--- config.mk ---
export PLATFORM = sky130hd
export DESIGN_NAME = mtx_ctrl
export DESIGN_NICKNAME = d
export VERILOG_FILES = /design/src/hdl/mtx_pkg.sv /design/src/hdl/mtx_ctrl.sv
export SDC_FILE = /design/constraint.sdc
export NUM_CORES = 1
export LEC_CHECK = 0
export BUFFER_PORTS_ARGS = -buffer_cell sky130_fd_sc_hd__buf_2
export CAP_MARGIN = 10
export CORE_AREA = 4 4 41 43
export DETAILED_ROUTE_END_ITERATION = 8
export DIE_AREA = 0 0 45 47
export GPL_ROUTABILITY_DRIVEN = 0
export PLACE_DENSITY_LB_ADDON = 0.05
export SLEW_MARGIN = 20
export SYNTH_ARGS = -nofsm -noshare
export SYNTH_HDL_FRONTEND = slang
export SYNTH_SLANG_ARGS = --single-unit
--- constraint.sdc ---
create_clock -name clk -period 1.34 [get_ports clk]
set_input_delay 0.268 -clock clk [delete_from_list [all_inputs] [get_ports clk]]
set_output_delay 0.268 -clock clk [all_outputs]
set_load 0.1 [all_outputs]
--- src/hdl/mtx_pkg.sv ---
package mtx_pkg;

  localparam int STATE_WORDS = 624;
  localparam int MID = 397;

  localparam logic [31:0] INIT_MUL = 32'h6c07_8965;
  localparam logic [31:0] MATRIX = 32'h9908_b0df;
  localparam logic [31:0] TEMPER_B = 32'h9d2c_5680;
  localparam logic [31:0] TEMPER_C = 32'hefc6_0000;

  typedef enum logic [3:0] {
    ST_IDLE,
    ST_DECIDE,
    ST_SEED_FIRST,
    ST_SEED_MUL,
    ST_SEED_ADD,
    ST_TW_PRE,
    ST_TW_CUR,
    ST_TW_RD,
    ST_TW_WR,
    ST_OUT_RD,
    ST_OUT_EMIT
  } state_t;

  typedef enum logic [3:0] {
    OP_NONE,
    OP_LATCH,
    OP_SEED_FIRST,
    OP_SEED_MUL,
    OP_SEED_ADD,
    OP_TW_PRE,
    OP_TW_CUR,
    OP_TW_RD,
    OP_TW_WR,
    OP_OUT_RD,
    OP_OUT_EMIT
  } dp_op_t;

  typedef struct packed {
    logic first;
    logic idx_last;
    logic twist_due;
    logic out_free;
  } dp_status_t;

  function automatic logic [31:0] temper(input logic [31:0] r);
    logic [31:0] t;
    t = r ^ (r >> 11);
    t = t ^ ((t << 7) & TEMPER_B);
    t = t ^ ((t << 15) & TEMPER_C);
    t = t ^ (t >> 18);
    return t;
  endfunction

endpackage

--- src/hdl/mtx_ctrl.sv ---
module mtx_ctrl (
  input  logic                clk,
  input  logic                rst,
  input  logic                in_valid,
  output logic                in_ready,
  input  mtx_pkg::dp_status_t status,
  output mtx_pkg::dp_op_t     op
);

  mtx_pkg::state_t state, state_next;

  always_ff @(posedge clk) begin
    if (rst) begin
      state <= mtx_pkg::ST_IDLE;
    end else begin
      state <= state_next;
    end
  end

  always_comb begin
    state_next = state;
    op = mtx_pkg::OP_NONE;
    in_ready = 1'b0;
    unique case (state)
      mtx_pkg::ST_IDLE: begin
        in_ready = 1'b1;
        if (in_valid) begin
          op = mtx_pkg::OP_LATCH;
          state_next = mtx_pkg::ST_DECIDE;
        end
      end
      mtx_pkg::ST_DECIDE: begin
        priority if (status.first) begin
          state_next = mtx_pkg::ST_SEED_FIRST;
        end else if (status.twist_due) begin
          state_next = mtx_pkg::ST_TW_PRE;
        end else begin
          state_next = mtx_pkg::ST_OUT_RD;
        end
      end
      mtx_pkg::ST_SEED_FIRST: begin
        op = mtx_pkg::OP_SEED_FIRST;
        state_next = mtx_pkg::ST_SEED_MUL;
      end
      mtx_pkg::ST_SEED_MUL: begin
        op = mtx_pkg::OP_SEED_MUL;
        state_next = mtx_pkg::ST_SEED_ADD;
      end
      mtx_pkg::ST_SEED_ADD: begin
        op = mtx_pkg::OP_SEED_ADD;
        state_next = status.idx_last ? mtx_pkg::ST_TW_PRE : mtx_pkg::ST_SEED_MUL;
      end
      mtx_pkg::ST_TW_PRE: begin
        op = mtx_pkg::OP_TW_PRE;
        state_next = mtx_pkg::ST_TW_CUR;
      end
      mtx_pkg::ST_TW_CUR: begin
        op = mtx_pkg::OP_TW_CUR;
        state_next = mtx_pkg::ST_TW_RD;
      end
      mtx_pkg::ST_TW_RD: begin
        op = mtx_pkg::OP_TW_RD;
        state_next = mtx_pkg::ST_TW_WR;
      end
      mtx_pkg::ST_TW_WR: begin
        op = mtx_pkg::OP_TW_WR;
        state_next = status.idx_last ? mtx_pkg::ST_OUT_RD : mtx_pkg::ST_TW_RD;
      end
      mtx_pkg::ST_OUT_RD: begin
        op = mtx_pkg::OP_OUT_RD;
        state_next = mtx_pkg::ST_OUT_EMIT;
      end
      mtx_pkg::ST_OUT_EMIT: begin
        if (status.out_free) begin
          op = mtx_pkg::OP_OUT_EMIT;
          state_next = mtx_pkg::ST_IDLE;
        end
      end
      default: begin
        state_next = mtx_pkg::ST_IDLE;
      end
    endcase
  end

endmodule

; ---- Yosys cells after proc, flatten, opt, wreduce, memory -nomap -nowiden
; Index checks and enable logic that the tools add are counted.
[classes]
n_reduce_logical = 2
magnitude_cmp = 0
shift = 0
multipliers = 0
div = 0
eq_ne = 12
n_mux = 11
add_sub_neg = 0
bitwise = 0
[ops]
columns = operator, count
row1 = $pmux W4 S11, 1
row2 = $pmux W4 S10, 1
row3 = $mux W4, 6
row4 = $eq A4 B3 Y1 const B, 4
row5 = $eq A4 B4 Y1 const B, 3
row6 = $eq A4 B2 Y1 const B, 2
row7 = $eq A4 B1 Y1 const B, 1
row8 = $logic_not A4 Y1, 1
row9 = $ne A2 B2 Y1 const B, 2
row10 = $mux W3, 1
row11 = $mux W1, 2
row12 = $reduce_and A2 Y1, 1
[totals]
latchBits = 0
ram_bits = 0
word_cells = 26
input_bits = 7
register_bits = 4
n_memories = 0
mem_bits_ro = 0
out_inout_bits = 5

; ---- Longest topological paths before layout
; Gate-level depths: netlist of run 1.
[depth]
word_depth = 3
mapped_depth = 5
ltp_nobuf = 4

; ---- Least setup slack after synthesis of run 1
; Ideal clock, no wire load.
[synth_path]
path_type = reg2out
start = register state[3]
end = output in_ready
n_path_buf = 1
arrival_ns = 3.409
required_time_ns = 1.072
setup_slack_ns = -2.337
stages_incl_launch_ff = 3
path_cell_list = dfxtp_1 clkbuf_1 nor4_1
[synth_between]
elab_chain_cells = 2
[synth_rtl]
columns = element, line_no
row1 = "start, declared", mtx_ctrl.sv:10  ; mtx_pkg::state_t state, state_next;
row2 = "start signal, assigned", mtx_ctrl.sv:14  ; state <= mtx_pkg::ST_IDLE;
row3 = "start signal, assigned", mtx_ctrl.sv:16  ; state <= state_next;
row4 = $logic_not A4 Y1, mtx_ctrl.sv:24  ; unique case (state)
row5 = $mux W1, mtx_ctrl.sv:24
row6 = "end, declared", mtx_ctrl.sv:5  ; output logic in_ready,
; Every way passes these cells.

; ---- Worst setup path after layout of run 1
[layout_path]
start = register state[2]
end = output op[0]
[layout_between]
elab_chain_cells = 2
word_cells_on_any_way = 11
classes_between = eq/ne: 9 / mux: 1 / reduce/logical: 1
[layout_rtl]
columns = element, line_no
row1 = $eq A4 B4 Y1 (tied with other cells), mtx_ctrl.sv:24
row2 = $pmux W4 S10 (*), mtx_ctrl.sv:24
row3 = "end, declared", mtx_ctrl.sv:7  ; output mtx_pkg::dp_op_t op
; Every way passes the cells marked *; elsewhere a longest branch is shown, timed or not.

==> results of run 1 <==
## critical path: cells and delay by family, from the launching register on
kind	cells	cell delay [ns]
and+or+nand+nor	2	0.19
muxes	1	0.28
AOI/OAI and AO/OA	1	0.16
buffers and inverters	1	0.19
DFF	1	0.33
## final timing paths
kind / start / to / slack, ns / depth (start not counted)
worst max-delay path: state[2] / op[0] / -0.32 / 5
worst max register to register: state[0] / state[1] / 0 / 5
worst min-delay path: rst / state[0] / 0.25 / 2
worst min register to register: state[1] / state[3] / 0.71 / 3
## synth_stat cells, drive strengths merged
library cell	n	area [um2]
nor2	6	25.0
a21oi	5	25.0
o21ai	5	25.0
dfxtp	4	80.1
nor3	4	20.0
and3	3	18.8
inv	3	11.3
buf	2	10.0
nand2	2	7.51
nand2b	2	12.5
nor2b	2	12.5
a21boi	1	7.51
a311oi	1	8.76
and2	1	6.26
clkbuf	1	3.75
mux2	1	11.3
mux2i	1	10.0
nand3	1	5.00
nor3b	1	7.51
nor4	1	6.26
o221ai	1	8.76
o22ai	1	6.26
or3	1	6.26
## what timing repair did
action	CTS	global route
setup buffers	0	4
gates resized for setup	6	10
endpoints found under the setup margin	5	6
hold buffers	0	0
pin swaps	3	9
## kinds of logic (layout without fill, tap and decap cells)
kind of cell | count (synthesis) | in the layout
AND/OR/NAND/NOR | 24 | 24
AO/OA/AOI/OAI | 14 | 14
buffers and inverters | 6 | 33
flip-flops | 4 | 4
multiplexers | 2 | 2
## power groups by stage
stage | Clock (mW) | Sequential, mW | Combinational [mW]
after floorplan | 0 | 0.146 | 0.293
after global placement | 0 | 0.146 | 0.485
after detailed placement | 0 | 0.146 | 0.482
after CTS | 0.155 | 0.145 | 0.491
after global routing | 0.166 | 0.150 | 0.574
final | 0.149 | 0.149 | 0.548
## per-layer routing
| metal | up-vias | track usage (%) | wire [um] |
|---|---|---|---|
| li1 | 232 | - | - |
| met1 | 208 | 16.1 | 507 |
| met2 | 14 | 17.8 | 598 |
| met3 | 0 | 4.98 | 72 |
| met4 | 0 | 5.26 | 0 |
| met5 | - | 0 | 0 |
## layout make-up
cell class | instances | area [um2] | area share, %
multi-input cells | 40 | 305 | 41.8
repair buffers | 27 | 287 | 39.2
flip-flops and latches | 4 | 86.3 | 11.8
clock buffers | 3 | 22.5 | 3.08
well taps | 15 | 18.8 | 2.57
inverters | 3 | 11.3 | 1.54
## metrics by stage
stage / hold WS (ns) / instances
after CTS: 0.231 / 88
after global routing: 0.239 / 92
after detailed placement: 0.480 / 85
after global placement: 0.492 / 85
final: 0.248 / 92
after floorplan: 0.333 / 50
==> key figures, run 1 <==
Placed design
  – Dpl cell area: 624 um2
  – Count of buffers from port buffering: 11
  – Post-placement setup slack: -0.0536 ns
  – Estimated wirelength of the detail-placed design: 846 um

Synthesis
  – Post-synthesis register bit count: 4
  – Combinational family with the most area after synthesis: simple AND/OR/NAND/NOR gates
  – Synthesized area per cell: 6.71 um2
  – Adder-cell share of the synthesized area: 0%
  – Net count after synthesis: 57
  – Post-Synthesis Cell Area: 335 um2
  – Number of synthesis warnings: 0
  – Synth Area in Compound Gates: 24.3%
  – Post-synthesis xor/xnor area fraction: 0%
  – Distinct cells, synth: 25
  – Share of synthesized area spent on multiplexers: 6.34%
  – Sequential cell area fraction in the yosys report: 23.9%
  – Synth Instances: 50
  – Post-synthesis simple-gate area fraction: 38.1%

Pwr
  – Total Power Consumption: 0.845 mW
  – Maximum ir drop on the vdd rail: 0.803 mV
  – Fraction of power spent switching nets: 42.7%
  – Sequential Power Share: 17.6%
  – Cell-internal power: 0.484 mW
  – Psw: 0.361 mW
  – Power per Cell Area: 1160 nW/um2
  – Static leakage: 0.317 nW
  – Fraction of power consumed by the clock network: 17.6%
  – Part of the power in combinational logic: 64.8%

Global routing
  – Number of global-route vias before repair: 414
  – Leftover overflow at the end of global routing: 0
  – Pin count of the biggest net entering global routing: 13
  – Initial antenna violation count: 0
  – First-pass GRT wire length: 1810 um
  – Total global routing track utilization: 12.3%

Final layout
  – Area added between synthesis and finish: 118%
  – Most frequent cells in the layout: buf_4, buf_12, buf_2
  – Leading registers by flop count: state x4
  – Most common cell after layout, fill and taps aside: buf_4
  – Post-layout nets: 86
  – Fill count: 134
  – Final cell utilization of the core: 56.2%
  – Diodes inserted: 0
  – Layout cells sized above 1: 58.4%
  – Register with the most flip-flops: state
  – Final design area excluding fillers: 731 um2
  – Largest register FFs: 4

Clocking
  – Later-pin clock latency in the skew report: 0.23 ns
  – Number of clock sinks: 4
  – Clock tree buffer depth: 2
  – Clock tree from TritonCTS: yes
  – Number of CTS-inserted buffers: 3
  – Number of levels in the clock H-tree: 1
  – Clock transition at the registers of the reported paths: 0.04 ns
  – Cell at the root of the clock tree: clkbuf_4

Route
  – Initial DRC count: 6
  – DR vias/cell: 4.93
  – Residual DRC: 0
  – Average detailed-routed wire length per instance: 12.8 um
  – Detailed-route wire length: 1180 um
  – Vias: 454
  – Drt first pass iters: 4
  – Number of routed nets with antenna violations: 0

Critical path
  – Element type at the critical path start: flop
  – Slowest stage delay, CP: 0.33 ns
  – Kind of end point of the critical path: output port
  – Critical path type: flop to output port
  – Largest fanout on the critical path: 3
  – Crit path cell chain: nor2_4 -> nand2_1 -> mux2_4 -> o21ai_4 -> buf_12
  – Crit-path slowest cell: dfxtp_2
  – Arrival time reported for the critical path endpoint: 1.39 ns
  – CP Data Required Time: 1.07 ns

Worst hold path
  – Hold Crit Class: input port to flop

Outcome
  – Result of the run: complete, but fails checks
  – Violations in the final reports: setup timing

Timing
  – Final-layout setup total negative slack: -0.825 ns
  – Total setup violations reported at the end of the flow: 6
  – Crit path time final: 1.66 ns
  – FMAX: 603 MHz
  – Smallest setup slack after layout: -0.319 ns
  – Clock skew after layout: 0.000258 ns
  – Max-slew violation count: 0
  – Final hold viol count: 0
  – Unrepaired setup endpoints after global routing: true
  – Worst slew slack as a fraction of its limit: 82.7%
  – Measured slew at the worst slew-check pin: 0.257 ns
  – Part of the cycle the worst path needs: 124%

Die
  – Top-Level Pins: 12
  – Number of placement rows: 13
  – Area of the core region: 1300 um2
  – Floorplan die height: 47 um
  – Chip Width: 45 um
  – Initial Utilization: 25.8%
  – Total Die Area: 2120 um2

Run
  – Maximum Capacitance Violations: 0
(Power assumes the default switching activity.)
==> run 2, diff against run 1 <==
SETUP_SLACK_MARGIN = 0.2   (was unset)
==> key figures, run 2 (same netlist as run 1, synthesis figures left out) <==
Die
  – Number of placement rows: 13 (unchanged)
  – Area of the core region: 1300 um2 (unchanged)
  – Floorplan die height: 47 um (unchanged)
  – Initial Utilization: 25.8% (unchanged)
  – Top-Level Pins: 12 (unchanged)
  – Chip Width: 45 um (unchanged)
  – Total Die Area: 2120 um2 (unchanged)

Timing
  – Final hold viol count: 0 (unchanged)
  – Max-slew violation count: 0 (unchanged)
  – Clock skew after layout: 0.000566 ns (+0.000308 ns)
  – Part of the cycle the worst path needs: 124% (-0.21 points)
  – Worst slew slack as a fraction of its limit: 82.7% (about the same)
  – Unrepaired setup endpoints after global routing: true
  – Post-Route Hold Slack: 0.249 ns (+0.00129 ns)
  – Final-layout setup total negative slack: -0.836 ns (-0.0109 ns)
  – FMAX: 604 MHz (+0.17%)
  – Smallest setup slack after layout: -0.316 ns (+0.00275 ns)
  – Measured slew at the worst slew-check pin: 0.258 ns (+0.000926 ns)
  – Crit path time final: 1.66 ns (-0.00275 ns)
  – Total setup violations reported at the end of the flow: 6 (unchanged)

Route
  – Initial DRC count: 7 (+1)
  – Residual DRC: 0 (unchanged)
  – Highest Signal Layer: met3
  – DR vias/cell: 4.81 (-2.6%)
  – Detailed-route wire length: 1220 um (+3.7%)
  – Drt first pass iters: 4 (unchanged)
  – Number of routed nets with antenna violations: 0 (unchanged)
  – Met3 WL post-DR: 52 um (-28%)
  – Met2 wire length: 647 um (+8.2%)
  – Average detailed-routed wire length per instance: 13.1 um (+2.6%)
  – Vias: 447 (-1.5%)
  – M1 wire length: 523 um (+3.2%)

Final layout
  – Most frequent cells in the layout: buf_4, buf_12, buf_2, a21oi_1, buf_6
  – Diodes inserted: 0 (unchanged)
  – Layout cells sized above 1: 62.8% (+4.4 points)
  – Leading registers by flop count: state x4
  – Most common cell after layout, fill and taps aside: buf_4
  – Fin cells: 93 (+1.1%)
  – Post-layout nets: 87 (+1.2%)
  – Final cell utilization of the core: 59.0% (+2.9 points)
  – Largest register FFs: 4 (unchanged)
  – Area added between synthesis and finish: 129%
  – Register with the most flip-flops: state

Outcome
  – Violations in the final reports: setup timing
  – Result of the run: complete, but fails checks

Run
  – Maximum Capacitance Violations: 0 (unchanged)

Global routing
  – Initial antenna violation count: 0 (unchanged)
  – Number of global-route vias before repair: 422 (+1.9%)
  – Leftover overflow at the end of global routing: 0 (unchanged)
  – Total global routing track utilization: 12.5% (+0.16 points)
  – Pin count of the biggest net entering global routing: 13 (unchanged)
  – First-pass GRT wire length: 1840 um (+1.5%)

Worst hold path
  – Hold Crit Class: input port to flop

Clocking
  – Number of buffers added to fix hold violations after cts: 0 (unchanged)
  – Clock transition at the registers of the reported paths: 0.04 ns (about the same)
  – Number of CTS-inserted buffers: 3 (unchanged)
  – Number of levels in the clock H-tree: 1 (unchanged)
  – Clock tree from TritonCTS: yes
  – Number of clock sinks: 4 (unchanged)
  – Later-pin clock latency in the skew report: 0.23 ns (about the same)
  – Clock tree buffer depth: 2 (unchanged)
  – Cell at the root of the clock tree: clkbuf_4

Placed design
  – Estimated wirelength of the detail-placed design: 846 um (unchanged)
  – Placed instance count: 85 (unchanged)
  – Count of buffers from port buffering: 11 (unchanged)

Pwr
  – Total Power Consumption: 0.875 mW (+3.5%)
  – Static leakage: 0.327 nW (+3.3%)
  – Maximum ir drop on the vdd rail: 0.857 mV (+6.7%)
  – Power per Cell Area: 1140 nW/um2 (-1.5%)

Critical path
  – Element type at the critical path start: flop
  – Largest fanout on the critical path: 3 (unchanged)
  – CP Data Required Time: 1.07 ns (about the same)
  – Kind of end point of the critical path: output port
  – Critical path type: flop to output port
  – Arrival time reported for the critical path endpoint: 1.39 ns (about the same)
## run 2: changes by cell type in the layout (fill, tap and decap cells not counted), sizes merged
cell,change
buf,+1
## run 2: area by class of cell
class	count	area, um2
Clock buffer	3	22.5
Fill cell	128	533
Inverter	3	11.3
Multi-Input combinational cell	40	324
Sequential cell	4	86.3
Tap cell	15	18.8
Timing Repair Buffer	28	305
## run 2: critical path, stage by stage (launching register included)
cell,delay [ns]
dfxtp_2,0.33
nor2_4,0.12
nand2_1,0.06
mux2_4,0.28
o21ai_4,0.16
buf_12,0.19
## run 2: metal layers
metal  GRT usage [%]  vias to the layer above
met5               0                        -
met4            5.26                        0
met3            4.98                        0
met2            18.1                        8
met1            16.4                      204
li1                -                      235
## run 2: path summary, 6_finish.rpt
kind / depth (start not counted) / start / to / slack [ns]
worst max-delay path: 5 / state[2] / op[0] / -0.32
worst max register to register: 5 / state[0] / state[1] / -0.01
worst min register to register: 3 / state[1] / state[3] / 0.72
worst min-delay path: 2 / rst / state[0] / 0.25
## run 2: timing repair
| item | CTS | global route |
|---|---|---|
| resized for setup | 7 | 17 |
| endpoints found under the setup margin | 9 | 9 |
| pin swaps | 4 | 14 |
| setup buffers | 0 | 5 |
## run 2: report_power, final
group	total, mW	switching, mW	internal [mW]
clock	0.150	0.0496	0.100
combinational	0.577	0.309	0.268
sequential	0.148	0.0154	0.133
## run 2: metrics by stage
stage / area [um2] / worst slack (ns)
final: 768 / -0.316
after global routing: 768 / -0.374
after CTS: 669 / -0.311
after detailed placement: 624 / -0.0536
after global placement: 624 / -0.0267
after floorplan: 382 / -0.487
